### src/rtl/core/tcct_pkg.sv
package tcct_pkg;

  localparam int unsigned SCREEN_ROWS = 24;
  localparam int unsigned SCREEN_COLS = 80;
  localparam int unsigned QUEUE_DEPTH = 4;

  typedef enum logic [4:0] {
    K_PASS,
    K_HOME,
    K_NL,
    K_EL,
    K_CLR,
    K_CR,
    K_SGR5,
    K_SGR25,
    K_SGR4,
    K_SGR24,
    K_SGR22,
    K_SGR1,
    K_UP,
    K_RIGHT,
    K_LEFT,
    K_DOWN,
    K_ADDR
  } kind_e;

  typedef struct packed {
    kind_e      kind;
    logic [6:0] ch;
    logic [6:0] row;
    logic [6:0] col;
  } job_t;

  typedef struct packed {
    logic valid;
    job_t job;
  } qwr_t;

endpackage

### src/rtl/core/tcct_front.sv
module tcct_front (
  input  logic              clk_i,
  input  logic              rst_ni,
  input  logic              translate_mode_we_i,
  input  logic              translate_mode_i,
  input  logic              push,
  output logic              full,
  input  logic [6:0]        char_in_i,
  input  logic              q_full_i,
  output tcct_pkg::qwr_t    q_wr_o
);
  import tcct_pkg::*;

  typedef enum logic [1:0] {
    PH_IDLE,
    PH_COL,
    PH_ROW
  } phase_e;

  localparam logic [6:0] CODE_NOP3  = 7'o003;
  localparam logic [6:0] CODE_NOP4  = 7'o004;
  localparam logic [6:0] CODE_NOP5  = 7'o005;
  localparam logic [6:0] CODE_HOME  = 7'o010;
  localparam logic [6:0] CODE_NL    = 7'o012;
  localparam logic [6:0] CODE_EL    = 7'o013;
  localparam logic [6:0] CODE_CLR   = 7'o014;
  localparam logic [6:0] CODE_CR    = 7'o015;
  localparam logic [6:0] CODE_BLINK = 7'o016;
  localparam logic [6:0] CODE_NOBLK = 7'o017;
  localparam logic [6:0] CODE_ADDR  = 7'o020;
  localparam logic [6:0] CODE_UL    = 7'o024;
  localparam logic [6:0] CODE_NOUL  = 7'o025;
  localparam logic [6:0] CODE_UP    = 7'o027;
  localparam logic [6:0] CODE_RIGHT = 7'o030;
  localparam logic [6:0] CODE_LEFT  = 7'o031;
  localparam logic [6:0] CODE_DOWN  = 7'o032;
  localparam logic [6:0] CODE_DIM   = 7'o034;
  localparam logic [6:0] CODE_BOLD  = 7'o035;
  localparam logic [6:0] CODE_SPEC  = 7'o036;

  localparam logic [7:0] ROWS8 = 8'(SCREEN_ROWS);
  localparam logic [7:0] COLS8 = 8'(SCREEN_COLS);
  localparam logic [6:0] ROWS7 = 7'(SCREEN_ROWS);
  localparam logic [6:0] COLS7 = 7'(SCREEN_COLS);

  logic       mode_q;
  logic       special_q, special_d;
  phase_e     phase_q, phase_d;
  logic [6:0] row_q, row_d;
  logic [6:0] col_q, col_d;
  logic       acc;
  logic       emit;
  kind_e      kind;
  logic [7:0] col_inc;
  logic [7:0] row_inc;

  function automatic logic [6:0] row_down(logic [6:0] r);
    if ({1'b0, r} + 8'd1 > ROWS8) begin
      return 7'd1;
    end
    return r + 7'd1;
  endfunction

  function automatic logic [6:0] row_up(logic [6:0] r);
    if (r <= 7'd1) begin
      return ROWS7;
    end
    return r - 7'd1;
  endfunction

  assign full    = q_full_i;
  assign acc     = push & ~q_full_i;
  assign col_inc = {1'b0, col_q} + 8'd1;
  assign row_inc = {1'b0, row_q} + 8'd1;

  always_comb begin
    special_d = special_q;
    phase_d   = phase_q;
    row_d     = row_q;
    col_d     = col_q;
    emit      = 1'b0;
    kind      = K_PASS;
    if (acc) begin
      if (!mode_q) begin
        emit = 1'b1;
      end else if (special_q) begin
        special_d = 1'b0;
      end else if (phase_q == PH_COL) begin
        col_d   = char_in_i;
        phase_d = PH_ROW;
      end else if (phase_q == PH_ROW) begin
        row_d   = char_in_i;
        phase_d = PH_IDLE;
        emit    = 1'b1;
        kind    = K_ADDR;
      end else begin
        case (char_in_i)
          CODE_NOP3, CODE_NOP4, CODE_NOP5: begin
          end
          CODE_HOME: begin
            emit  = 1'b1;
            kind  = K_HOME;
            row_d = '0;
            col_d = '0;
          end
          CODE_NL: begin
            emit  = 1'b1;
            kind  = K_NL;
            col_d = 7'd1;
            row_d = row_down(row_q);
          end
          CODE_EL: begin
            emit = 1'b1;
            kind = K_EL;
          end
          CODE_CLR: begin
            emit  = 1'b1;
            kind  = K_CLR;
            row_d = '0;
            col_d = '0;
          end
          CODE_CR: begin
            emit  = 1'b1;
            kind  = K_CR;
            col_d = 7'd1;
          end
          CODE_BLINK: begin
            emit = 1'b1;
            kind = K_SGR5;
          end
          CODE_NOBLK: begin
            emit = 1'b1;
            kind = K_SGR25;
          end
          CODE_ADDR: begin
            phase_d = PH_COL;
          end
          CODE_UL: begin
            emit = 1'b1;
            kind = K_SGR4;
          end
          CODE_NOUL: begin
            emit = 1'b1;
            kind = K_SGR24;
          end
          CODE_UP: begin
            emit  = 1'b1;
            kind  = K_UP;
            row_d = row_up(row_q);
          end
          CODE_RIGHT: begin
            emit = 1'b1;
            kind = K_RIGHT;
            if (col_inc > COLS8) begin
              col_d = 7'd1;
              row_d = row_down(row_q);
            end else begin
              col_d = col_inc[6:0];
            end
          end
          CODE_LEFT: begin
            emit = 1'b1;
            kind = K_LEFT;
            if (col_q <= 7'd1) begin
              col_d = COLS7;
              row_d = row_up(row_q);
            end else begin
              col_d = col_q - 7'd1;
            end
          end
          CODE_DOWN: begin
            emit  = 1'b1;
            kind  = K_DOWN;
            row_d = row_down(row_q);
          end
          CODE_DIM: begin
            emit = 1'b1;
            kind = K_SGR22;
          end
          CODE_BOLD: begin
            emit = 1'b1;
            kind = K_SGR1;
          end
          CODE_SPEC: begin
            special_d = 1'b1;
          end
          default: begin
            emit = 1'b1;
            if (col_inc > COLS8) begin
              col_d = 7'd1;
              // data wrap clamps the row instead of wrapping it
              row_d = (row_inc > ROWS8) ? ROWS7 : row_inc[6:0];
            end else begin
              col_d = col_inc[6:0];
            end
          end
        endcase
      end
    end
    q_wr_o.valid    = emit;
    q_wr_o.job.kind = kind;
    q_wr_o.job.ch   = char_in_i;
    q_wr_o.job.row  = row_d;
    q_wr_o.job.col  = col_d;
  end

  always_ff @(posedge clk_i or negedge rst_ni) begin
    if (!rst_ni) begin
      mode_q    <= 1'b0;
      special_q <= 1'b0;
      phase_q   <= PH_IDLE;
      row_q     <= '0;
      col_q     <= '0;
    end else begin
      if (translate_mode_we_i) begin
        mode_q <= translate_mode_i;
      end
      special_q <= special_d;
      phase_q   <= phase_d;
      row_q     <= row_d;
      col_q     <= col_d;
    end
  end

endmodule

### src/rtl/core/tcct_queue.sv
module tcct_queue (
  input  logic            clk_i,
  input  logic            rst_ni,
  input  tcct_pkg::qwr_t  wr_i,
  output logic            full_o,
  output logic            valid_o,
  output tcct_pkg::job_t  head_o,
  input  logic            pop_i
);
  import tcct_pkg::*;

  localparam int unsigned PtrW = $clog2(QUEUE_DEPTH);
  localparam int unsigned CntW = $clog2(QUEUE_DEPTH + 1);

  job_t            mem_q [QUEUE_DEPTH];
  logic [PtrW-1:0] wr_ptr_q, rd_ptr_q;
  logic [CntW-1:0] cnt_q;
  logic            do_wr, do_rd;

  function automatic logic [PtrW-1:0] bump(logic [PtrW-1:0] p);
    if (p == PtrW'(QUEUE_DEPTH - 1)) begin
      return '0;
    end
    return p + PtrW'(1);
  endfunction

  assign full_o  = (cnt_q == CntW'(QUEUE_DEPTH));
  assign valid_o = (cnt_q != '0);
  assign head_o  = mem_q[rd_ptr_q];
  assign do_wr   = wr_i.valid & ~full_o;
  assign do_rd   = pop_i & valid_o;

  always_ff @(posedge clk_i or negedge rst_ni) begin
    if (!rst_ni) begin
      wr_ptr_q <= '0;
      rd_ptr_q <= '0;
      cnt_q    <= '0;
    end else begin
      if (do_wr) begin
        wr_ptr_q <= bump(wr_ptr_q);
      end
      if (do_rd) begin
        rd_ptr_q <= bump(rd_ptr_q);
      end
      if (do_wr && !do_rd) begin
        cnt_q <= cnt_q + CntW'(1);
      end else if (!do_wr && do_rd) begin
        cnt_q <= cnt_q - CntW'(1);
      end
    end
  end

  always_ff @(posedge clk_i) begin
    if (do_wr) begin
      mem_q[wr_ptr_q] <= wr_i.job;
    end
  end

endmodule

### src/rtl/core/tcct_back.sv
module tcct_back (
  input  logic            clk_i,
  input  logic            rst_ni,
  input  logic            q_valid_i,
  input  tcct_pkg::job_t  q_head_i,
  output logic            q_pop_o,
  output logic            empty,
  input  logic            pop,
  output logic [6:0]      out_char_o,
  output logic            last_o,
  output logic [6:0]      cursor_row_o,
  output logic [6:0]      cursor_col_o
);
  import tcct_pkg::*;

  localparam logic [6:0] CH_ESC  = 7'h1b;
  localparam logic [6:0] CH_LBR  = 7'h5b;
  localparam logic [6:0] CH_SEMI = 7'h3b;
  localparam logic [6:0] CH_CR   = 7'h0d;
  localparam logic [6:0] CH_LF   = 7'h0a;
  localparam logic [6:0] CH_0    = 7'h30;
  localparam logic [6:0] CH_1    = 7'h31;
  localparam logic [6:0] CH_2    = 7'h32;
  localparam logic [6:0] CH_4    = 7'h34;
  localparam logic [6:0] CH_5    = 7'h35;
  localparam logic [6:0] CH_A    = 7'h41;
  localparam logic [6:0] CH_B    = 7'h42;
  localparam logic [6:0] CH_C    = 7'h43;
  localparam logic [6:0] CH_D    = 7'h44;
  localparam logic [6:0] CH_H    = 7'h48;
  localparam logic [6:0] CH_J    = 7'h4a;
  localparam logic [6:0] CH_K    = 7'h4b;
  localparam logic [6:0] CH_M    = 7'h6d;

  logic        cur_valid_q;
  job_t        cur_q;
  logic [11:0] rbcd_q, cbcd_q;
  logic [1:0]  rn_q, cn_q;
  logic [3:0]  idx_q;
  logic        out_valid_q;
  logic [6:0]  out_char_q;
  logic        out_last_q;
  logic [6:0]  out_row_q, out_col_q;

  logic        adv, fire, is_last, take;
  logic [3:0]  len;
  logic [6:0]  ch;
  logic [11:0] rbcd_n, cbcd_n;

  function automatic logic [11:0] to_bcd(logic [7:0] v);
    logic [11:0] b;
    b = '0;
    for (int i = 7; i >= 0; i--) begin
      if (b[3:0] > 4'd4) begin
        b[3:0] = b[3:0] + 4'd3;
      end
      if (b[7:4] > 4'd4) begin
        b[7:4] = b[7:4] + 4'd3;
      end
      b = {b[10:0], v[i]};
    end
    return b;
  endfunction

  function automatic logic [1:0] ndig(logic [11:0] b);
    if (b[11:8] != 4'd0) begin
      return 2'd3;
    end
    if (b[7:4] != 4'd0) begin
      return 2'd2;
    end
    return 2'd1;
  endfunction

  function automatic logic [6:0] dig(logic [11:0] b, logic [1:0] j);
    logic [3:0] d;
    case (j)
      2'd0:    d = b[3:0];
      2'd1:    d = b[7:4];
      default: d = b[11:8];
    endcase
    return CH_0 | {3'b000, d};
  endfunction

  function automatic logic [6:0] tail_char(kind_e k, logic [3:0] t);
    logic [6:0] c;
    c = CH_M;
    case (k)
      K_HOME, K_CLR: begin
        case (t)
          4'd0:    c = CH_1;
          4'd1:    c = CH_SEMI;
          4'd2:    c = CH_1;
          4'd3:    c = CH_H;
          4'd4:    c = CH_ESC;
          4'd5:    c = CH_LBR;
          4'd6:    c = CH_2;
          default: c = CH_J;
        endcase
      end
      K_EL:    c = CH_K;
      K_UP:    c = CH_A;
      K_DOWN:  c = CH_B;
      K_RIGHT: c = CH_C;
      K_LEFT:  c = CH_D;
      K_SGR5:  c = (t == 4'd0) ? CH_5 : CH_M;
      K_SGR4:  c = (t == 4'd0) ? CH_4 : CH_M;
      K_SGR1:  c = (t == 4'd0) ? CH_1 : CH_M;
      K_SGR25: c = (t == 4'd0) ? CH_2 : ((t == 4'd1) ? CH_5 : CH_M);
      K_SGR24: c = (t == 4'd0) ? CH_2 : ((t == 4'd1) ? CH_4 : CH_M);
      K_SGR22: c = (t == 4'd0) ? CH_2 : ((t == 4'd1) ? CH_2 : CH_M);
      default: c = CH_M;
    endcase
    return c;
  endfunction

  always_comb begin
    case (cur_q.kind)
      K_PASS, K_CR:                        len = 4'd1;
      K_NL:                                len = 4'd2;
      K_EL, K_UP, K_DOWN, K_RIGHT, K_LEFT: len = 4'd3;
      K_SGR5, K_SGR4, K_SGR1:              len = 4'd4;
      K_SGR25, K_SGR24, K_SGR22:           len = 4'd5;
      K_HOME:                              len = 4'd6;
      K_CLR:                               len = 4'd10;
      K_ADDR:                              len = {2'b00, rn_q} + {2'b00, cn_q} + 4'd4;
      default:                             len = 4'd1;
    endcase
  end

  // escape sequences: ESC, '[' then a per-kind tail; cursor address is ESC [ r ; c H
  always_comb begin
    logic [3:0] t;
    t = idx_q - 4'd2;
    case (cur_q.kind)
      K_PASS: ch = cur_q.ch;
      K_CR:   ch = CH_CR;
      K_NL:   ch = (idx_q == 4'd0) ? CH_CR : CH_LF;
      default: begin
        if (idx_q == 4'd0) begin
          ch = CH_ESC;
        end else if (idx_q == 4'd1) begin
          ch = CH_LBR;
        end else if (cur_q.kind != K_ADDR) begin
          ch = tail_char(cur_q.kind, t);
        end else if (t < {2'b00, rn_q}) begin
          ch = dig(rbcd_q, 2'({2'b00, rn_q} - 4'd1 - t));
        end else if (t == {2'b00, rn_q}) begin
          ch = CH_SEMI;
        end else if (t < {2'b00, rn_q} + {2'b00, cn_q} + 4'd1) begin
          ch = dig(cbcd_q, 2'({2'b00, rn_q} + {2'b00, cn_q} - t));
        end else begin
          ch = CH_H;
        end
      end
    endcase
  end

  assign adv     = ~out_valid_q | pop;
  assign fire    = cur_valid_q & adv;
  assign is_last = (idx_q == len - 4'd1);
  assign take    = q_valid_i & (~cur_valid_q | (fire & is_last));
  assign q_pop_o = take;
  assign rbcd_n  = to_bcd({1'b0, q_head_i.row} + 8'd1);
  assign cbcd_n  = to_bcd({1'b0, q_head_i.col} + 8'd1);

  assign empty        = ~out_valid_q;
  assign out_char_o   = out_char_q;
  assign last_o       = out_last_q;
  assign cursor_row_o = out_row_q;
  assign cursor_col_o = out_col_q;

  always_ff @(posedge clk_i or negedge rst_ni) begin
    if (!rst_ni) begin
      cur_valid_q <= 1'b0;
      idx_q       <= '0;
      out_valid_q <= 1'b0;
    end else begin
      if (take) begin
        cur_valid_q <= 1'b1;
        idx_q       <= '0;
      end else if (fire && is_last) begin
        cur_valid_q <= 1'b0;
      end else if (fire) begin
        idx_q <= idx_q + 4'd1;
      end
      if (fire) begin
        out_valid_q <= 1'b1;
      end else if (pop) begin
        out_valid_q <= 1'b0;
      end
    end
  end

  always_ff @(posedge clk_i) begin
    if (take) begin
      cur_q  <= q_head_i;
      rbcd_q <= rbcd_n;
      cbcd_q <= cbcd_n;
      rn_q   <= ndig(rbcd_n);
      cn_q   <= ndig(cbcd_n);
    end
    if (fire) begin
      out_char_q <= ch;
      out_last_q <= is_last;
      out_row_q  <= cur_q.row;
      out_col_q  <= cur_q.col;
    end
  end

endmodule

### src/rtl/core/terminal_control_code_translator_unit.sv
// An item passes from the job queue through the back end's job register to the output register.
// Throughput: the back end sends one result per cycle while the receiver pops; an item has
//   1 to 10 results, and an item with no result is not queued and costs it none.
// The front end takes one item per cycle while its four-entry job queue has room.
// Reset (rst_ni low, asynchronous): pass-through mode, cursor and parser cleared, queue empty.
module terminal_control_code_translator_unit (
  input  logic       clk_i,
  input  logic       rst_ni,
  input  logic       translate_mode_we_i,
  input  logic       translate_mode_i,
  input  logic       push,
  output logic       full,
  input  logic [6:0] char_in_i,
  output logic       empty,
  input  logic       pop,
  output logic [6:0] out_char_o,
  output logic       last_o,
  output logic [6:0] cursor_row_o,
  output logic [6:0] cursor_col_o
);
  import tcct_pkg::*;

  qwr_t q_wr;
  logic q_full;
  logic q_valid;
  job_t q_head;
  logic q_pop;

  tcct_front u_front (
    .clk_i               (clk_i),
    .rst_ni              (rst_ni),
    .translate_mode_we_i (translate_mode_we_i),
    .translate_mode_i    (translate_mode_i),
    .push                (push),
    .full                (full),
    .char_in_i           (char_in_i),
    .q_full_i            (q_full),
    .q_wr_o              (q_wr)
  );

  tcct_queue u_queue (
    .clk_i   (clk_i),
    .rst_ni  (rst_ni),
    .wr_i    (q_wr),
    .full_o  (q_full),
    .valid_o (q_valid),
    .head_o  (q_head),
    .pop_i   (q_pop)
  );

  tcct_back u_back (
    .clk_i        (clk_i),
    .rst_ni       (rst_ni),
    .q_valid_i    (q_valid),
    .q_head_i     (q_head),
    .q_pop_o      (q_pop),
    .empty        (empty),
    .pop          (pop),
    .out_char_o   (out_char_o),
    .last_o       (last_o),
    .cursor_row_o (cursor_row_o),
    .cursor_col_o (cursor_col_o)
  );

  a_no_wr_when_full: assert property (@(posedge clk_i) disable iff (!rst_ni)
    !(q_wr.valid && q_full))
    else $error("job written into full queue");

  a_no_pop_when_empty: assert property (@(posedge clk_i) disable iff (!rst_ni)
    q_pop |-> q_valid)
    else $error("job taken from empty queue");

  a_item_cursor_steady: assert property (@(posedge clk_i) disable iff (!rst_ni)
    (!empty && pop && !last_o) |=>
      (!empty && cursor_row_o == $past(cursor_row_o) &&
       cursor_col_o == $past(cursor_col_o)))
    else $error("results of one item not contiguous or cursor changed");

endmodule

### config.mk
export PLATFORM = sky130hd
export DESIGN_NAME = terminal_control_code_translator_unit
export DESIGN_NICKNAME = d
export VERILOG_FILES = /design/src/rtl/core/tcct_pkg.sv /design/src/rtl/core/tcct_front.sv /design/src/rtl/core/tcct_queue.sv /design/src/rtl/core/tcct_back.sv /design/src/rtl/core/terminal_control_code_translator_unit.sv
export SDC_FILE = /design/constraint.sdc
export NUM_CORES = 1
export LEC_CHECK = 0
export BUFFER_PORTS_ARGS = -buffer_cell sky130_fd_sc_hd__buf_2
export CAP_MARGIN = 30
export CELL_PAD_IN_SITES_DETAIL_PLACEMENT = 1
export CELL_PAD_IN_SITES_GLOBAL_PLACEMENT = 2
export CORE_MARGIN = 2
export CORE_UTILIZATION = 43
export DETAILED_ROUTE_END_ITERATION = 12
export PLACE_DENSITY = 0.89
export SYNTH_ARGS = -nofsm -noshare
export SYNTH_HDL_FRONTEND = slang
export SYNTH_HIERARCHICAL = 1
export SYNTH_SLANG_ARGS = --single-unit
### constraint.sdc
create_clock -name clk_i -period 7.9 [get_ports clk_i]
set_input_delay 0.79 -clock clk_i [delete_from_list [all_inputs] [get_ports clk_i]]
set_output_delay 0.79 -clock clk_i [all_outputs]
set_load 0.05 [all_outputs]
; Word-level counts from Yosys, hierarchy flattened
; Memory sizes are Yosys's and may differ from the RTL's.
; Index checks and enable logic that the tools add are counted.
[classes]
n_addsub = 34
n_mux = 151
reduce_logical = 33
magnitude_cmp = 20
eq_ne = 54
bitwise = 12
[op_table]
columns = cell, n
row1 = $mux W7, 38
row2 = $pmux W7 S12, 1
row3 = $eq A7 B5 Y1 const B, 10
row4 = $mux W4, 17
row5 = $mux W1, 64
row6 = $pmux W4 S15, 1
row7 = $eq A7 B4 Y1 const B, 7
row8 = $pmux W7 S7, 1
row9 = $pmux W7 S6, 1
row10 = $add A4 B2 Y4 const B, 10
row11 = $eq A5 B4 Y1 const B, 8
row12 = $gt A4 B3 Y1 const B, 10
row13 = $add A7 B1 Y8 const B, 4
row14 = $mux W2, 15
row15 = $pmux W4 S7, 1
row16 = $pmux W7 S4, 1
row17 = $mux W5, 5
row18 = $pmux W7 S3, 1
row19 = $eq A5 B3 Y1 const B, 4
row20 = $add A3 B2 Y4 const B, 4
row21 = $pmux W4 S2, 2
row22 = $reduce_bool A4 Y1, 4
row23 = $eq A7 B3 Y1 const B, 2
row24 = $le A7 B1 Y1 const B, 2
row25 = other kinds (50), 91
[totals]
out_inout_bits = 24
word_cells = 328
register_bits = 103
n_memories = 1
ramBits = 104
in_bits = 13
[mem_list]
columns = memory, words, width, rd, rd_clocked_by_memory_dff, write_ports, line
row1 = u_queue.mem_q, 4, 26, 1, 0, 1, tcct_queue.sv:15  ; job_t mem_q [QUEUE_DEPTH];

; Depth between registers and ports, before layout
; An unclocked memory read counts as a cell.
[logic_depth]
ltp_word = 19
ltp_mapped = 27
depth_no_buf = 24

; Hierarchy
; The synthesis kept the hierarchy.
[by_module_without_submodules]
columns = module, n_inst, cells_each, area_per_inst_um2
row1 = tcct_back, 1, 620, 5868.1
row2 = tcct_queue, 1, 173, 4260.3
row3 = tcct_front, 1, 357, 2608.8

; Least setup slack after synthesis
; OpenSTA, ideal clock, no wires.
[synth_timing]
kind = register to register
start = register u_queue.rd_ptr_q[0]
end = register u_back.cn_q[1] (data pin)
setup_ns = 0.272
path_stages_with_launch = 26
period_less_slack_ns = 5.478
t_arrival_ns = 5.207
setup_slack_ns = 2.422
path_cell_list = dfrtp_1 -> buf_6 -> buf_12 -> mux4_2 -> ha_1 -> buf_4 -> nand2b_1 -> nand2_1 -> mux2i_2 -> ha_1 -> o21a_1 -> o22ai_2 -> mux2_2 -> nor2_1 -> o21ai_0 -> o31a_1 -> ha_1 -> a2111oi_0 -> a311oi_1 -> a21oi_1 -> inv_1 -> ha_1 -> and3_1 -> o21a_1 -> nand3_1 -> or4_1
[synth_rtl]
columns = element, line
row1 = start: declaration, tcct_queue.sv:16  ; logic [PtrW-1:0] wr_ptr_q, rd_ptr_q;
row2 = start signal: assignment, tcct_queue.sv:43  ; rd_ptr_q <= bump(rd_ptr_q);
row3 = end signal: assignment, tcct_back.sv:201  ; cn_q <= ndig(cbcd_n);
row4 = end: declaration, tcct_back.sv:38  ; logic [1:0] rn_q, cn_q;

==> flow_summary.toml <==
[synthesis]
yosysWarningCount = 6
synth_fa_ha_area_share_pct = 4.70
ys_seq_elements = 207
ys.flop_type = "edfxtp_1"
synth_area_sq_um = 12700
yosys.area_share.simple_pct = 16.1
ys_types = 109
synth.avg_cell_area_sq_um = 11.1
synth-async-reset-ratio_pct = 15.0
synth_mux_area_share_pct = 7.98
synth_edf_count = 176
synthXorXnorAreaFrac_pct = 2.13
seq_area_frac_synth_pct = 47.6
synth_cells = 1150
synth_compound_area_share_pct = 16.5
synth_top_family_by_area = "compound AO/OA/AOI/OAI gates"
synthesis.nets = 1209

[layout]
final_nets = 1202
drive_gt1_share_pct = 14.0
layout.cells.most_common = "edfxtp_1"
layout_common_cells = "edfxtp_1 (176), nand2_1 (88), nor2_1 (81)"
area_delta_synth_final_pct = 8.48
diodes = 0

[timing]
rsz0062_at_grt = "no"
hold_violations = 0
setup-violations-final = 0
max_freq_mhz = 154
fin_tns_setup_ps = 0
min_period_ps = 6500
slew_headroom_pct = 26.1
worst_pin_slew_ps = 1110
period_share_pct = 82.2
drv_slew = 0
fin_skew_ps = 12.4

[global_route]
antenna_found_initial = 0
grt_use_total_pct = 21.5
grt_start_max_net_pins = 56
overflow = 0
grt_pass1_vias = 9508
grt_pass1_wl_um = 53200

[run_status]
status = "completed"

[setup_path]
path_class = "flop to flop"
path_cells = "mux4_1 -> ha_1 -> and2_1 -> o21ai_0 -> nand2_1 -> ha_1 -> or2_1 -> a211o_1 -> a21boi_2 -> or2_1 -> a31oi_1 -> ha_1 -> inv_1 -> o21ai_0 -> o21ai_0 -> a22oi_1 -> o211ai_1 -> inv_1 -> ha_1 -> o21ai_0 -> mux2_2 -> o2111ai_1 -> nand2_1"
worstPathMaxFanout = 14
critical_path_required_ps = 8170
arrival_ps = 6770
cp_slowest_cell = "dfrtp_1"
cpPeakStageDelay_ps = 830
path_buf_inv = 2
critical_path.top_delay_family = "compound AO/OA/AOI/OAI gates"
cp-start-kind = "flop"
end_kind = "flop"

[routing]
via_per_inst = 6.00
wl_per_cell_um = 21.3
antenna_left = 0
highest-signal-layer = "met4"
drc = 0
wl_met2_um = 16600
wl_met3_um = 1100
wl_met1_um = 14600
routed-via-count = 9312
drt-initial-drc-count = 684
drtPass1Iterations = 5
totalWireLength_um = 33100

[placed_design]
hpwl_um = 23100
port_buffers = 36
gp_congestion = 0.858

[clock_network]
cts_sinks = 207
cts_hold_buf = 0
cts_max_level = 1
post_cts_resized = 0
cts_root_buffer = "clkbuf_16"
clockBufferDepth = 3
cts_tree = "yes"
cts_setup_buffers = 0
cts.clk_slew.worst_paths_ps = 70
clk_latency_ps = 520
cts_buffers = 24

[worst_hold_path]
hp-class = "primary input to asynchronous set/reset pin"

[floorplanning]
fp.coreArea_sq_um = 29400
fp.dieH_um = 176
dieArea_sq_um = 31000
die_w_um = 176
rows = 63
io_pins = 37
start_util_pct = 43.3

[job]
cap_violations = 0
-- cell usage after synthesis, types with 10 or more instances --
| library cell | number | area share, % |
|---|---|---|
| nand3_1 | 30 | 1.2 |
| dfrtp_1 | 31 | 6.1 |
| or3_1 | 10 | 0.49 |
| nand2b_1 | 27 | 1.3 |
| and2_1 | 16 | 0.79 |
| a21oi_1 | 63 | 2.5 |
| nor2_1 | 81 | 2.4 |
| buf_2 | 29 | 1.1 |
| o211ai_1 | 13 | 0.77 |
| xnor2_1 | 18 | 1.2 |
| o21ai_0 | 57 | 2.2 |
| nand2_1 | 88 | 2.6 |
| xor2_1 | 13 | 0.89 |
| edfxtp_1 | 176 | 41 |
| nor2b_1 | 12 | 0.59 |
| buf_4 | 16 | 0.94 |
| o22ai_1 | 10 | 0.49 |
| a211oi_1 | 12 | 0.71 |
| mux2i_1 | 17 | 1.3 |
| mux2_2 | 14 | 1.2 |
| clkbuf_1 | 26 | 0.77 |
| inv_1 | 49 | 1.4 |
| and3_1 | 12 | 0.59 |
| nand4_1 | 13 | 0.64 |
| ha_1 | 43 | 4.2 |
| nor3_1 | 24 | 0.94 |
| a31oi_1 | 10 | 0.49 |
| o21a_1 | 11 | 0.65 |
| mux4_2 | 18 | 3.2 |
-- per-layer routing --
metal	vias to the layer above	track usage, %
met4	0	6.23
li1	4372	-
met1	4675	28.7
met2	210	37.4
met3	55	1.89
met5	-	0
-- layout make-up --
| type | instances | area [sq um] |
|---|---|---|
| inverters | 49 | 184 |
| flip-flops and latches | 207 | 6060 |
| clock buffers | 33 | 686 |
| fillers | 3129 | 15600 |
| well taps | 390 | 488 |
| clock inverters | 11 | 103 |
| multi-input cells | 814 | 6030 |
| repair buffers | 47 | 263 |
-- final timing paths --
check	slack, ps	cells after the start	startpoint	endpoint
max in group asynchronous	6970	1	rst_ni	u_front/col_q[0]
min in group clk_i	420	0	u_back/cur_q[9]	u_back/cursor_row_o[2]
worst max-delay path	1400	23	u_queue/rd_ptr_q[0]	u_back/rn_q[0]
worst max register to register	1400	23	u_queue/rd_ptr_q[0]	u_back/rn_q[0]
worst min register to register	420	0	u_back/cur_q[9]	u_back/cursor_row_o[2]
worst min-delay path	380	1	rst_ni	u_back/idx_q[0]
-- worst register-to-register path, cell delays in order, from the launching register on --
cell       delay [ps]
dfrtp_1           830
mux4_1            820
ha_1              400
and2_1            220
o21ai_0           180
nand2_1            80
ha_1              290
or2_1             260
a211o_1           310
a21boi_2          310
or2_1             270
a31oi_1           120
ha_1              350
inv_1             130
o21ai_0            90
o21ai_0           120
a22oi_1           100
o211ai_1          280
inv_1              80
ha_1              220
o21ai_0           200
mux2_2            380
o2111ai_1         140
nand2_1            90
-- metrics by stage --
stage,setup WS (ps),util [%],cells,area (sq um),hold slack (ps)
3_5_place_dp,1420,44.3,1507,13000,408
4_1_cts,1430,47.0,1551,13800,415
2_1_floorplan,2420,-,1150,12700,400
6_report,1400,47.0,1551,13800,384
3_3_place_gp,1730,44.3,1506,13000,411
5_1_grt,833,47.0,1551,13800,428
-- cell families after synthesis --
family,Yosys count
AND/OR/NAND/NOR,378
flip-flops,207
buffers and inverters,129
adder cells (fa/ha/maj),46
multiplexers,62
XOR/XNOR,31
AO/OA/AOI/OAI,297
-- registers in the layout, summed over array words and instances, names as in the netlist, 3 cells and up --
| register | count |
|---|---|
| u_back/cbcd_q | 10 |
| u_back/rbcd_q | 10 |
| u_front/col_q | 7 |
| u_back/cur_q | 26 |
| u_queue/cnt_q | 3 |
| u_queue/mem_q | 104 |
| u_back/cursor_col_o | 7 |
| u_back/idx_q | 4 |
| u_back/out_char_o | 7 |
| u_back/cursor_row_o | 7 |
| u_front/row_q | 7 |
Power is left out: the tool's default activity adds up to more than one toggle a clock period on the data nets, which glitch-free logic cannot reach.
